[src/hdl/nmea_rmc_pkg.sv]
// ----------------------------------------------------------------------------
// nmea_rmc_pkg
// shared types and character constants for the rmc sentence checker
// ----------------------------------------------------------------------------
package nmea_rmc_pkg;

  // checksum field tracking, one-hot
  typedef enum logic [3:0] {
    PH_BEFORE_STAR = 4'b0001,
    PH_DIGIT_HI    = 4'b0010,
    PH_DIGIT_LO    = 4'b0100,
    PH_DONE        = 4'b1000
  } sum_phase_t;

  // one verdict beat
  typedef struct packed {
    logic       is_rmc;
    logic       checksum_ok;
    logic       fix_valid;
    logic       accepted;
    logic [7:0] computed_sum;
    logic [7:0] received_sum;
    logic [4:0] local_hour;
    logic [6:0] minute;
    logic [6:0] second;
    logic       too_long;
  } result_t;

  localparam logic [7:0] CH_DOLLAR = 8'h24;
  localparam logic [7:0] CH_STAR   = 8'h2A;
  localparam logic [7:0] CH_COMMA  = 8'h2C;
  localparam logic [7:0] CH_ZERO   = 8'h30;
  localparam logic [7:0] CH_NINE   = 8'h39;
  localparam logic [7:0] CH_UP_A   = 8'h41;
  localparam logic [7:0] CH_UP_F   = 8'h46;

  localparam logic [15:0] FIX_PAIR = {CH_COMMA, CH_UP_A};

  localparam int PREFIX_LEN = 6;
  localparam logic [0:PREFIX_LEN-1][7:0] RMC_PREFIX = {
    CH_DOLLAR, 8'h47, 8'h50, 8'h52, 8'h4D, 8'h43
  };

  // time field hhmmss occupies character offsets 7 to 12
  localparam int TIME_FIRST = 7;
  localparam int TIME_LAST  = 12;
  localparam int TIME_DIGITS = 6;

  localparam logic [4:0] ZONE_RESET = 5'd8;
  localparam logic [1:0] ADDR_ZONE  = 2'd0;

  // two decimal digits to a value
  function automatic logic [6:0] dec2(input logic [3:0] tens, input logic [3:0] ones);
    dec2 = {tens, 3'b000} + {2'b00, tens, 1'b0} + {3'b000, ones};
  endfunction

  // value below 131 reduced mod 24 by three compare-subtract steps
  function automatic logic [4:0] mod24(input logic [7:0] v);
    logic [7:0] t;
    t = v;
    if (t >= 8'd96) t = t - 8'd96;
    if (t >= 8'd48) t = t - 8'd48;
    if (t >= 8'd24) t = t - 8'd24;
    mod24 = t[4:0];
  endfunction

endpackage

[src/hdl/nmea_rmc_check_and_time.sv]
// ----------------------------------------------------------------------------
// nmea_rmc_check_and_time
// checks rmc sentences character by character and reports local time
// ----------------------------------------------------------------------------
// output: the verdict beat is registered in the output register, or in the skid entry if the output is stalled
// throughput: one character per cycle while in_stall is low, set by the single per-character state
//   update; a two-entry output buffer (register plus skid) absorbs stalls
// reset: synchronous active-low rst_n clears line state, empties the output
//   buffer and sets the zone offset to 8 hours
// ----------------------------------------------------------------------------
module nmea_rmc_check_and_time #(
  parameter int MAX_LINE = 256
) (
  input  logic        clk,
  input  logic        rst_n,
  // character beats
  input  logic        in_valid,
  output logic        in_stall,
  input  logic [7:0]  in_ch,
  input  logic        in_line_end,
  // verdict beats
  output logic        out_valid,
  input  logic        out_stall,
  output logic        out_is_rmc,
  output logic        out_checksum_ok,
  output logic        out_fix_valid,
  output logic        out_accepted,
  output logic [7:0]  out_computed_sum,
  output logic [7:0]  out_received_sum,
  output logic [4:0]  out_local_hour,
  output logic [6:0]  out_minute,
  output logic [6:0]  out_second,
  output logic        out_too_long,
  // configuration
  input  logic        cfg_psel,
  input  logic        cfg_penable,
  input  logic        cfg_pwrite,
  input  logic [1:0]  cfg_paddr,
  input  logic [31:0] cfg_pwdata,
  output logic [31:0] cfg_prdata,
  output logic        cfg_pready
);
  import nmea_rmc_pkg::*;

  // index counter saturates at MAX_LINE, so it must hold that value
  localparam int IDX_W = $clog2(MAX_LINE + 1);
  localparam logic [IDX_W-1:0] IDX_MAX = IDX_W'(MAX_LINE);

  // ---------------------------------------------------------------- config
  logic [4:0] zone_r;

  assign cfg_pready = 1'b1;
  assign cfg_prdata = {27'd0, zone_r};

  always_ff @(posedge clk) begin
    if (!rst_n) begin
      zone_r <= ZONE_RESET;
    end else if (cfg_psel && cfg_penable && cfg_pwrite && cfg_paddr == ADDR_ZONE) begin
      zone_r <= cfg_pwdata[4:0];
    end
  end

  // ---------------------------------------------------------------- line state
  logic [IDX_W-1:0] char_index_r, char_index_nxt;
  logic [7:0]       xor_sum_r, xor_sum_nxt;
  sum_phase_t       sum_phase_r, sum_phase_nxt;
  logic [7:0]       rx_sum_r, rx_sum_nxt;
  logic             hex_bad_r, hex_bad_nxt;
  logic             prefix_ok_r, prefix_ok_nxt;
  logic [15:0]      recent_r, recent_nxt;
  logic             fix_seen_r, fix_seen_nxt;
  logic [3:0]       time_digits_r [TIME_DIGITS];
  logic [3:0]       time_digits_nxt [TIME_DIGITS];
  logic             digits_ok_r, digits_ok_nxt;
  logic             overflow_r, overflow_nxt;

  logic             in_acc;
  logic             res_fire;
  logic             is_digit, is_hex_letter;
  logic [3:0]       hex_nib;
  logic [2:0]       slot;
  result_t          res;

  // skid buffer full means nowhere to put another verdict
  logic    out_valid_r, out_valid_nxt;
  logic    skid_valid_r, skid_valid_nxt;
  result_t out_q_r, out_q_nxt;
  result_t skid_q_r, skid_q_nxt;

  assign in_stall = skid_valid_r;
  assign in_acc   = in_valid && !in_stall;
  assign res_fire = in_acc && in_line_end;

  assign is_digit      = in_ch >= CH_ZERO && in_ch <= CH_NINE;
  assign is_hex_letter = in_ch >= CH_UP_A && in_ch <= CH_UP_F;
  assign slot          = 3'(char_index_r - IDX_W'(TIME_FIRST));

  // hex digit value, zero for anything that is not uppercase hex
  always_comb begin
    priority if (is_digit) begin
      hex_nib = 4'(in_ch - CH_ZERO);
    end else if (is_hex_letter) begin
      hex_nib = 4'(in_ch - CH_UP_A + 8'd10);
    end else begin
      hex_nib = 4'd0;
    end
  end

  // next line state after this character
  always_comb begin
    char_index_nxt = char_index_r;
    xor_sum_nxt    = xor_sum_r;
    sum_phase_nxt  = sum_phase_r;
    rx_sum_nxt     = rx_sum_r;
    hex_bad_nxt    = hex_bad_r;
    prefix_ok_nxt  = prefix_ok_r;
    recent_nxt     = {recent_r[7:0], in_ch};
    fix_seen_nxt   = fix_seen_r;
    time_digits_nxt = time_digits_r;
    digits_ok_nxt  = digits_ok_r;
    overflow_nxt   = overflow_r;

    // prefix compare over the first six characters
    if (char_index_r < IDX_W'(PREFIX_LEN) && in_ch != RMC_PREFIX[char_index_r[2:0]]) begin
      prefix_ok_nxt = 1'b0;
    end

    // leading character never enters the checksum
    if (char_index_r != '0) begin
      unique case (sum_phase_r)
        PH_BEFORE_STAR: begin
          if (in_ch == CH_STAR) begin
            sum_phase_nxt = PH_DIGIT_HI;
          end else begin
            xor_sum_nxt = xor_sum_r ^ in_ch;
          end
        end
        PH_DIGIT_HI: begin
          rx_sum_nxt    = {rx_sum_r[3:0], hex_nib};
          hex_bad_nxt   = hex_bad_r || !(is_digit || is_hex_letter);
          sum_phase_nxt = PH_DIGIT_LO;
        end
        PH_DIGIT_LO: begin
          rx_sum_nxt    = {rx_sum_r[3:0], hex_nib};
          hex_bad_nxt   = hex_bad_r || !(is_digit || is_hex_letter);
          sum_phase_nxt = PH_DONE;
        end
        PH_DONE: begin
        end
        default: begin
          sum_phase_nxt = sum_phase_r;
        end
      endcase
    end

    if (recent_r == FIX_PAIR && in_ch == CH_COMMA) begin
      fix_seen_nxt = 1'b1;
    end

    if (char_index_r >= IDX_W'(TIME_FIRST) && char_index_r <= IDX_W'(TIME_LAST)) begin
      if (is_digit) begin
        time_digits_nxt[slot] = 4'(in_ch - CH_ZERO);
      end else begin
        digits_ok_nxt = 1'b0;
      end
    end

    if (char_index_r >= IDX_MAX) begin
      overflow_nxt = 1'b1;
    end else begin
      char_index_nxt = char_index_r + 1'b1;
    end
  end

  // verdict from the state as it stands after the last character
  always_comb begin
    res.is_rmc       = prefix_ok_nxt && char_index_nxt >= IDX_W'(PREFIX_LEN);
    res.checksum_ok  = sum_phase_nxt == PH_DONE && !hex_bad_nxt && rx_sum_nxt == xor_sum_nxt;
    res.fix_valid    = fix_seen_nxt;
    res.too_long     = overflow_nxt;
    res.accepted     = res.is_rmc && res.checksum_ok && fix_seen_nxt && !overflow_nxt
                       && digits_ok_nxt && char_index_nxt >= IDX_W'(TIME_LAST + 1);
    res.computed_sum = xor_sum_nxt;
    res.received_sum = rx_sum_nxt;
    res.local_hour   = mod24({1'b0, dec2(time_digits_nxt[0], time_digits_nxt[1])}
                             + {3'b000, zone_r});
    res.minute       = dec2(time_digits_nxt[2], time_digits_nxt[3]);
    res.second       = dec2(time_digits_nxt[4], time_digits_nxt[5]);
  end

  always_ff @(posedge clk) begin
    if (!rst_n) begin
      char_index_r <= '0;
      xor_sum_r    <= '0;
      sum_phase_r  <= PH_BEFORE_STAR;
      rx_sum_r     <= '0;
      hex_bad_r    <= 1'b0;
      prefix_ok_r  <= 1'b1;
      recent_r     <= '0;
      fix_seen_r   <= 1'b0;
      digits_ok_r  <= 1'b1;
      overflow_r   <= 1'b0;
      for (int i = 0; i < TIME_DIGITS; i++) time_digits_r[i] <= '0;
    end else if (res_fire) begin
      // line done, start the next one clean
      char_index_r <= '0;
      xor_sum_r    <= '0;
      sum_phase_r  <= PH_BEFORE_STAR;
      rx_sum_r     <= '0;
      hex_bad_r    <= 1'b0;
      prefix_ok_r  <= 1'b1;
      recent_r     <= '0;
      fix_seen_r   <= 1'b0;
      digits_ok_r  <= 1'b1;
      overflow_r   <= 1'b0;
      for (int i = 0; i < TIME_DIGITS; i++) time_digits_r[i] <= '0;
    end else if (in_acc) begin
      char_index_r  <= char_index_nxt;
      xor_sum_r     <= xor_sum_nxt;
      sum_phase_r   <= sum_phase_nxt;
      rx_sum_r      <= rx_sum_nxt;
      hex_bad_r     <= hex_bad_nxt;
      prefix_ok_r   <= prefix_ok_nxt;
      recent_r      <= recent_nxt;
      fix_seen_r    <= fix_seen_nxt;
      digits_ok_r   <= digits_ok_nxt;
      overflow_r    <= overflow_nxt;
      time_digits_r <= time_digits_nxt;
    end
  end

  // ---------------------------------------------------------------- output buffer
  always_comb begin
    out_valid_nxt  = out_valid_r;
    skid_valid_nxt = skid_valid_r;
    out_q_nxt      = out_q_r;
    skid_q_nxt     = skid_q_r;
    priority if (skid_valid_r) begin
      // input is stalled here, only drain
      if (!out_stall) begin
        out_q_nxt      = skid_q_r;
        skid_valid_nxt = 1'b0;
      end
    end else if (res_fire) begin
      if (!out_valid_r || !out_stall) begin
        out_q_nxt     = res;
        out_valid_nxt = 1'b1;
      end else begin
        skid_q_nxt     = res;
        skid_valid_nxt = 1'b1;
      end
    end else if (out_valid_r && !out_stall) begin
      out_valid_nxt = 1'b0;
    end
  end

  always_ff @(posedge clk) begin
    if (!rst_n) begin
      out_valid_r  <= 1'b0;
      skid_valid_r <= 1'b0;
    end else begin
      out_valid_r  <= out_valid_nxt;
      skid_valid_r <= skid_valid_nxt;
    end
    out_q_r  <= out_q_nxt;
    skid_q_r <= skid_q_nxt;
  end

  assign out_valid        = out_valid_r;
  assign out_is_rmc       = out_q_r.is_rmc;
  assign out_checksum_ok  = out_q_r.checksum_ok;
  assign out_fix_valid    = out_q_r.fix_valid;
  assign out_accepted     = out_q_r.accepted;
  assign out_computed_sum = out_q_r.computed_sum;
  assign out_received_sum = out_q_r.received_sum;
  assign out_local_hour   = out_q_r.local_hour;
  assign out_minute       = out_q_r.minute;
  assign out_second       = out_q_r.second;
  assign out_too_long     = out_q_r.too_long;

  // ---------------------------------------------------------------- checks
  a_skid_behind_out: assert property (@(posedge clk) disable iff (!rst_n)
    skid_valid_r |-> out_valid_r)
    else $error("skid entry held with empty output register");

  a_index_bounded: assert property (@(posedge clk) disable iff (!rst_n)
    char_index_r <= IDX_MAX)
    else $error("character index past saturation");

  a_line_cleared: assert property (@(posedge clk) disable iff (!rst_n)
    res_fire |=> char_index_r == '0 && xor_sum_r == '0 && sum_phase_r == PH_BEFORE_STAR)
    else $error("line state not cleared after last character");

  a_xor_frozen: assert property (@(posedge clk) disable iff (!rst_n)
    in_acc && !in_line_end && sum_phase_r != PH_BEFORE_STAR |=> $stable(xor_sum_r))
    else $error("checksum changed after star");

  a_hour_range: assert property (@(posedge clk) disable iff (!rst_n)
    out_valid_r |-> out_q_r.local_hour < 5'd24)
    else $error("local hour out of range");

endmodule
[config.mk]
export PLATFORM = sky130hd
export DESIGN_NAME = nmea_rmc_check_and_time
export DESIGN_NICKNAME = d
export VERILOG_FILES = /design/src/hdl/nmea_rmc_pkg.sv /design/src/hdl/nmea_rmc_check_and_time.sv
export SDC_FILE = /design/constraint.sdc
export NUM_CORES = 1
export LEC_CHECK = 0
export CORE_UTILIZATION = 55
export DETAILED_ROUTE_END_ITERATION = 8
export DONT_BUFFER_PORTS = 1
export GPL_TIMING_DRIVEN = 0
export PLACE_DENSITY = 0.81
export SLEW_MARGIN = 20
export SYNTH_ARGS = -nofsm -noshare
export SYNTH_HDL_FRONTEND = slang
export SYNTH_SLANG_ARGS = --single-unit
[constraint.sdc]
create_clock -name clk -period 12.51 [get_ports clk]
set_clock_uncertainty 0.05 [all_clocks]
set_input_delay 0 -clock clk [delete_from_list [all_inputs] [get_ports clk]]
set_output_delay 0 -clock clk [all_outputs]
set_load 0.03 [all_outputs]
==> metrics.md <==
| Metric | Value |
|---|---|
| IO Port Bufs | 0 |
| Period utilization | 60.1% |
| Register area share after synthesis | 46.8% |
| Most frequent cells in the layout | 101 x nor2_1, 91 x nand2_1, 81 x dfxtp_1 |
| Initial core utilization | 56.5% |
| Clock sinks | 161 |
| Most common cell after layout, fill and taps aside | nor2_1 |
| Crit Path Category | flop to flop |
| Final setup TNS | 0 ps |
| Area growth from synthesis to layout | 14.7% |
| Place WS | 5230 ps |
| Arrival @ worst endpoint | 7750 ps |
| MaxCap Viol Count | 0 |
| End-of-flow core utilization | 64.8% |
| RSZ-0062 raised after global routing | false |
| Worst vdd rail ir drop | 0.0981 mV |
| TritonRoute pass-1 iters | 6 |
| Final WL | 20100 um |
| Crit path max fanout | 10 |
| CTS Buffer Depth | 2 |
| Worst Setup Start Kind | flop |
| Die area | 16100 sq um |
| Pin count of the biggest net entering global routing | 32 |
| Layout cell share with drive strength beyond 1 | 13.0% |
| Vias in the first global route | 6238 |
| GRT Total Usage | 25.4% |
| CTS H-tree depth | 4 |
| Dpl hpwl | 13500 um |
| Main synth FF type | dfxtp_1 |
| First DRT Iteration DRCs | 634 |
| Final net count | 1034 |
| Final setup viols | 0 |
| CTS tree | yes |
| Cts bufs inserted | 17 |
| Post-CTS Resized | 0 |
| Die W | 127 um |
| Cell variety after synth | 70 |
| Vias | 6690 |
| Critical Path RT | 12740 ps |
| Max_slew headroom | 37.9% |
| P per Cell Area | 135 nW/um^2 |
| First-pass GRT wire length | 31900 um |
| # DRC | 0 |
| Fmax achieved | 133 MHz |
| Die Span Y | 127 um |
| Worst setup EP type | flop |
| Antenna fix cells | 0 |
| Core area | 15200 sq um |
| #FFs+latches synth | 161 |
| Netlist Area Pre-Place | 8590 sq um |
| Number of synthesized flops with an enable pin | 80 |
| Final Critical Period | 7520 ps |
| Syn. warnings | 0 |
| Synth Instances | 869 |
| Row cnt | 45 |
| Tightest Pin Transition | 918 ps |
| Post-synth ARST share | 0% |
| Number of vias per cell | 5.86 |
| CTS root buffer | clkbuf_16 |
| Worst Hold Class | primary input to flop |
| Final setup margin | 4990 ps |
| Syn avg cell area | 9.89 sq um |
| GPL Wtd Cong | 0.961 |
| Leakage power | 4.10 nW |
| Hold Fails Final Rpt | 0 |
| Status | finished clean |
| Antenna-violating nets left | 0 |
| DR WL/cell | 17.6 um |
| Clock slew at reported path FFs | 70 ps |
| Final Max Slew Viols | 0 |
| Congestion Overflow GR | 0 |
| Initial antenna violation count | 0 |
| I/O pin cnt | 125 |
| Worst-Skew Late Latency | 430 ps |
-- where the power goes --
part / switching, mW / internal (mW)
Combinational: 0.110 / 0.0690
Clock: 0.223 / 0.320
Sequential: 0.0264 / 0.579
Total: 0.360 / 0.968
-- per-layer routing --
| metal | vias to the layer above | wire, um | global-route usage (%) |
|---|---|---|---|
| met5 | - | 0 | 0 |
| met4 | 0 | 693 | 10.7 |
| met3 | 62 | 1230 | 5.15 |
| met2 | 295 | 9720 | 43.2 |
| met1 | 3172 | 8500 | 31.4 |
| li1 | 3161 | - | - |
-- registers in the layout, indices dropped and copies added, names as in the netlist, 4 cells and up --
| signal | flops |
|---|---|
| recent_r | 16 |
| out_computed_sum | 8 |
| xor_sum_r | 8 |
| skid_q_r | 40 |
| out_local_hour | 5 |
| sum_phase_r | 4 |
| char_index_r | 9 |
| zone_r | 5 |
| out_received_sum | 8 |
| time_digits_r | 24 |
| out_second | 7 |
| out_minute | 7 |
| rx_sum_r | 8 |
-- critical path: stages, from the launching register on --
cell and delay [ps]:
dfxtp_1 450, clkbuf_1 430, inv_1 120, ha_1 430, nor3b_1 260, nand4_1 230
nor2_1 360, mux2i_1 460, fa_1 490, inv_1 130, fa_1 440, ha_1 320
o21ai_0 140, o21bai_1 170, a21o_1 250, nor2_1 180, o21ai_0 150, o311a_1 160
ha_1 170, buf_1 210, maj3_2 350, a221o_1 380, a311o_1 300, or4_4 540
a31oi_1 170
-- final timing paths --
check,start,end,slack (ps),depth (start not counted)
worst max register to register,char_index_r[0],out_local_hour[3],4990,24
worst max-delay path,char_index_r[0],out_local_hour[3],4990,24
worst min-delay path,in_valid,char_index_r[5],40,3
worst min register to register,recent_r[8],recent_r[8],410,2
-- cells by family (layout without fill, tap and decap cells) --
| logic type | after synthesis | count (layout) | share of synthesized area [%] |
|---|---|---|---|
| xor gates and xnor gates | 54 | 54 | 5.51 |
| adders and majority gates | 44 | 44 | 7.01 |
| and+or+nand+nor | 302 | 302 | 16.1 |
| buffers and inverters | 99 | 158 | 5.68 |
| DFF | 161 | 161 | 46.8 |
| AOI/OAI and AO/OA | 147 | 147 | 11.1 |
| muxes | 60 | 60 | 7.66 |
| other | 2 | 28 | 0.0874 |
-- metrics by stage --
| stage | area, sq um | cells | total power [mW] | hold WS [ps] |
|---|---|---|---|---|
| after floorplan | 8690 | 895 | 0.748 | 75.1 |
| after global placement | 8920 | 1083 | 0.779 | 93.1 |
| after detailed placement | 8980 | 1085 | 0.785 | 99.9 |
| after CTS | 9850 | 1142 | 1.33 | 24.1 |
| after global routing | 9850 | 1142 | 1.37 | 78.7 |
| final | 9850 | 1142 | 1.33 | 44.1 |
-- cell usage after synthesis (all sizes together), types with 9 or more instances --
cell	number	area share, %
nor2	103	4.5
nand2	92	4.0
dfxtp	81	19
edfxtp	80	28
a21oi	51	3.0
mux2	46	6.0
buf	39	3.1
ha	36	5.2
nor3	34	2.0
clkbuf	33	1.4
o21ai	33	2.0
xnor2	29	3.0
inv	26	1.1
xor2	25	2.5
a211oi	15	1.3
mux2i	14	1.6
nand3	13	0.76
a21o	12	1.0
nor2b	9	0.66
-- layout make-up --
class / count / area (sq um)
clock inverter: 15 / 195
clock buffer: 17 / 425
fill: 1139 / 5350
timing repair buffer: 27 / 290
sequential: 161 / 4020
tap: 188 / 235
buffer: 72 / 387
multi-input combinational: 635 / 4190
inverter: 27 / 101
-- what timing repair did --
| action | in CTS | in global routing |
|---|---|---|
| hold endpoints to repair | 38 | 0 |
| hold buffers | 25 | 0 |
| buffers inserted | 0 | 0 |
| setup endpoints to repair | 0 | 0 |
Note: power is estimated with default switching activity, not from simulation.
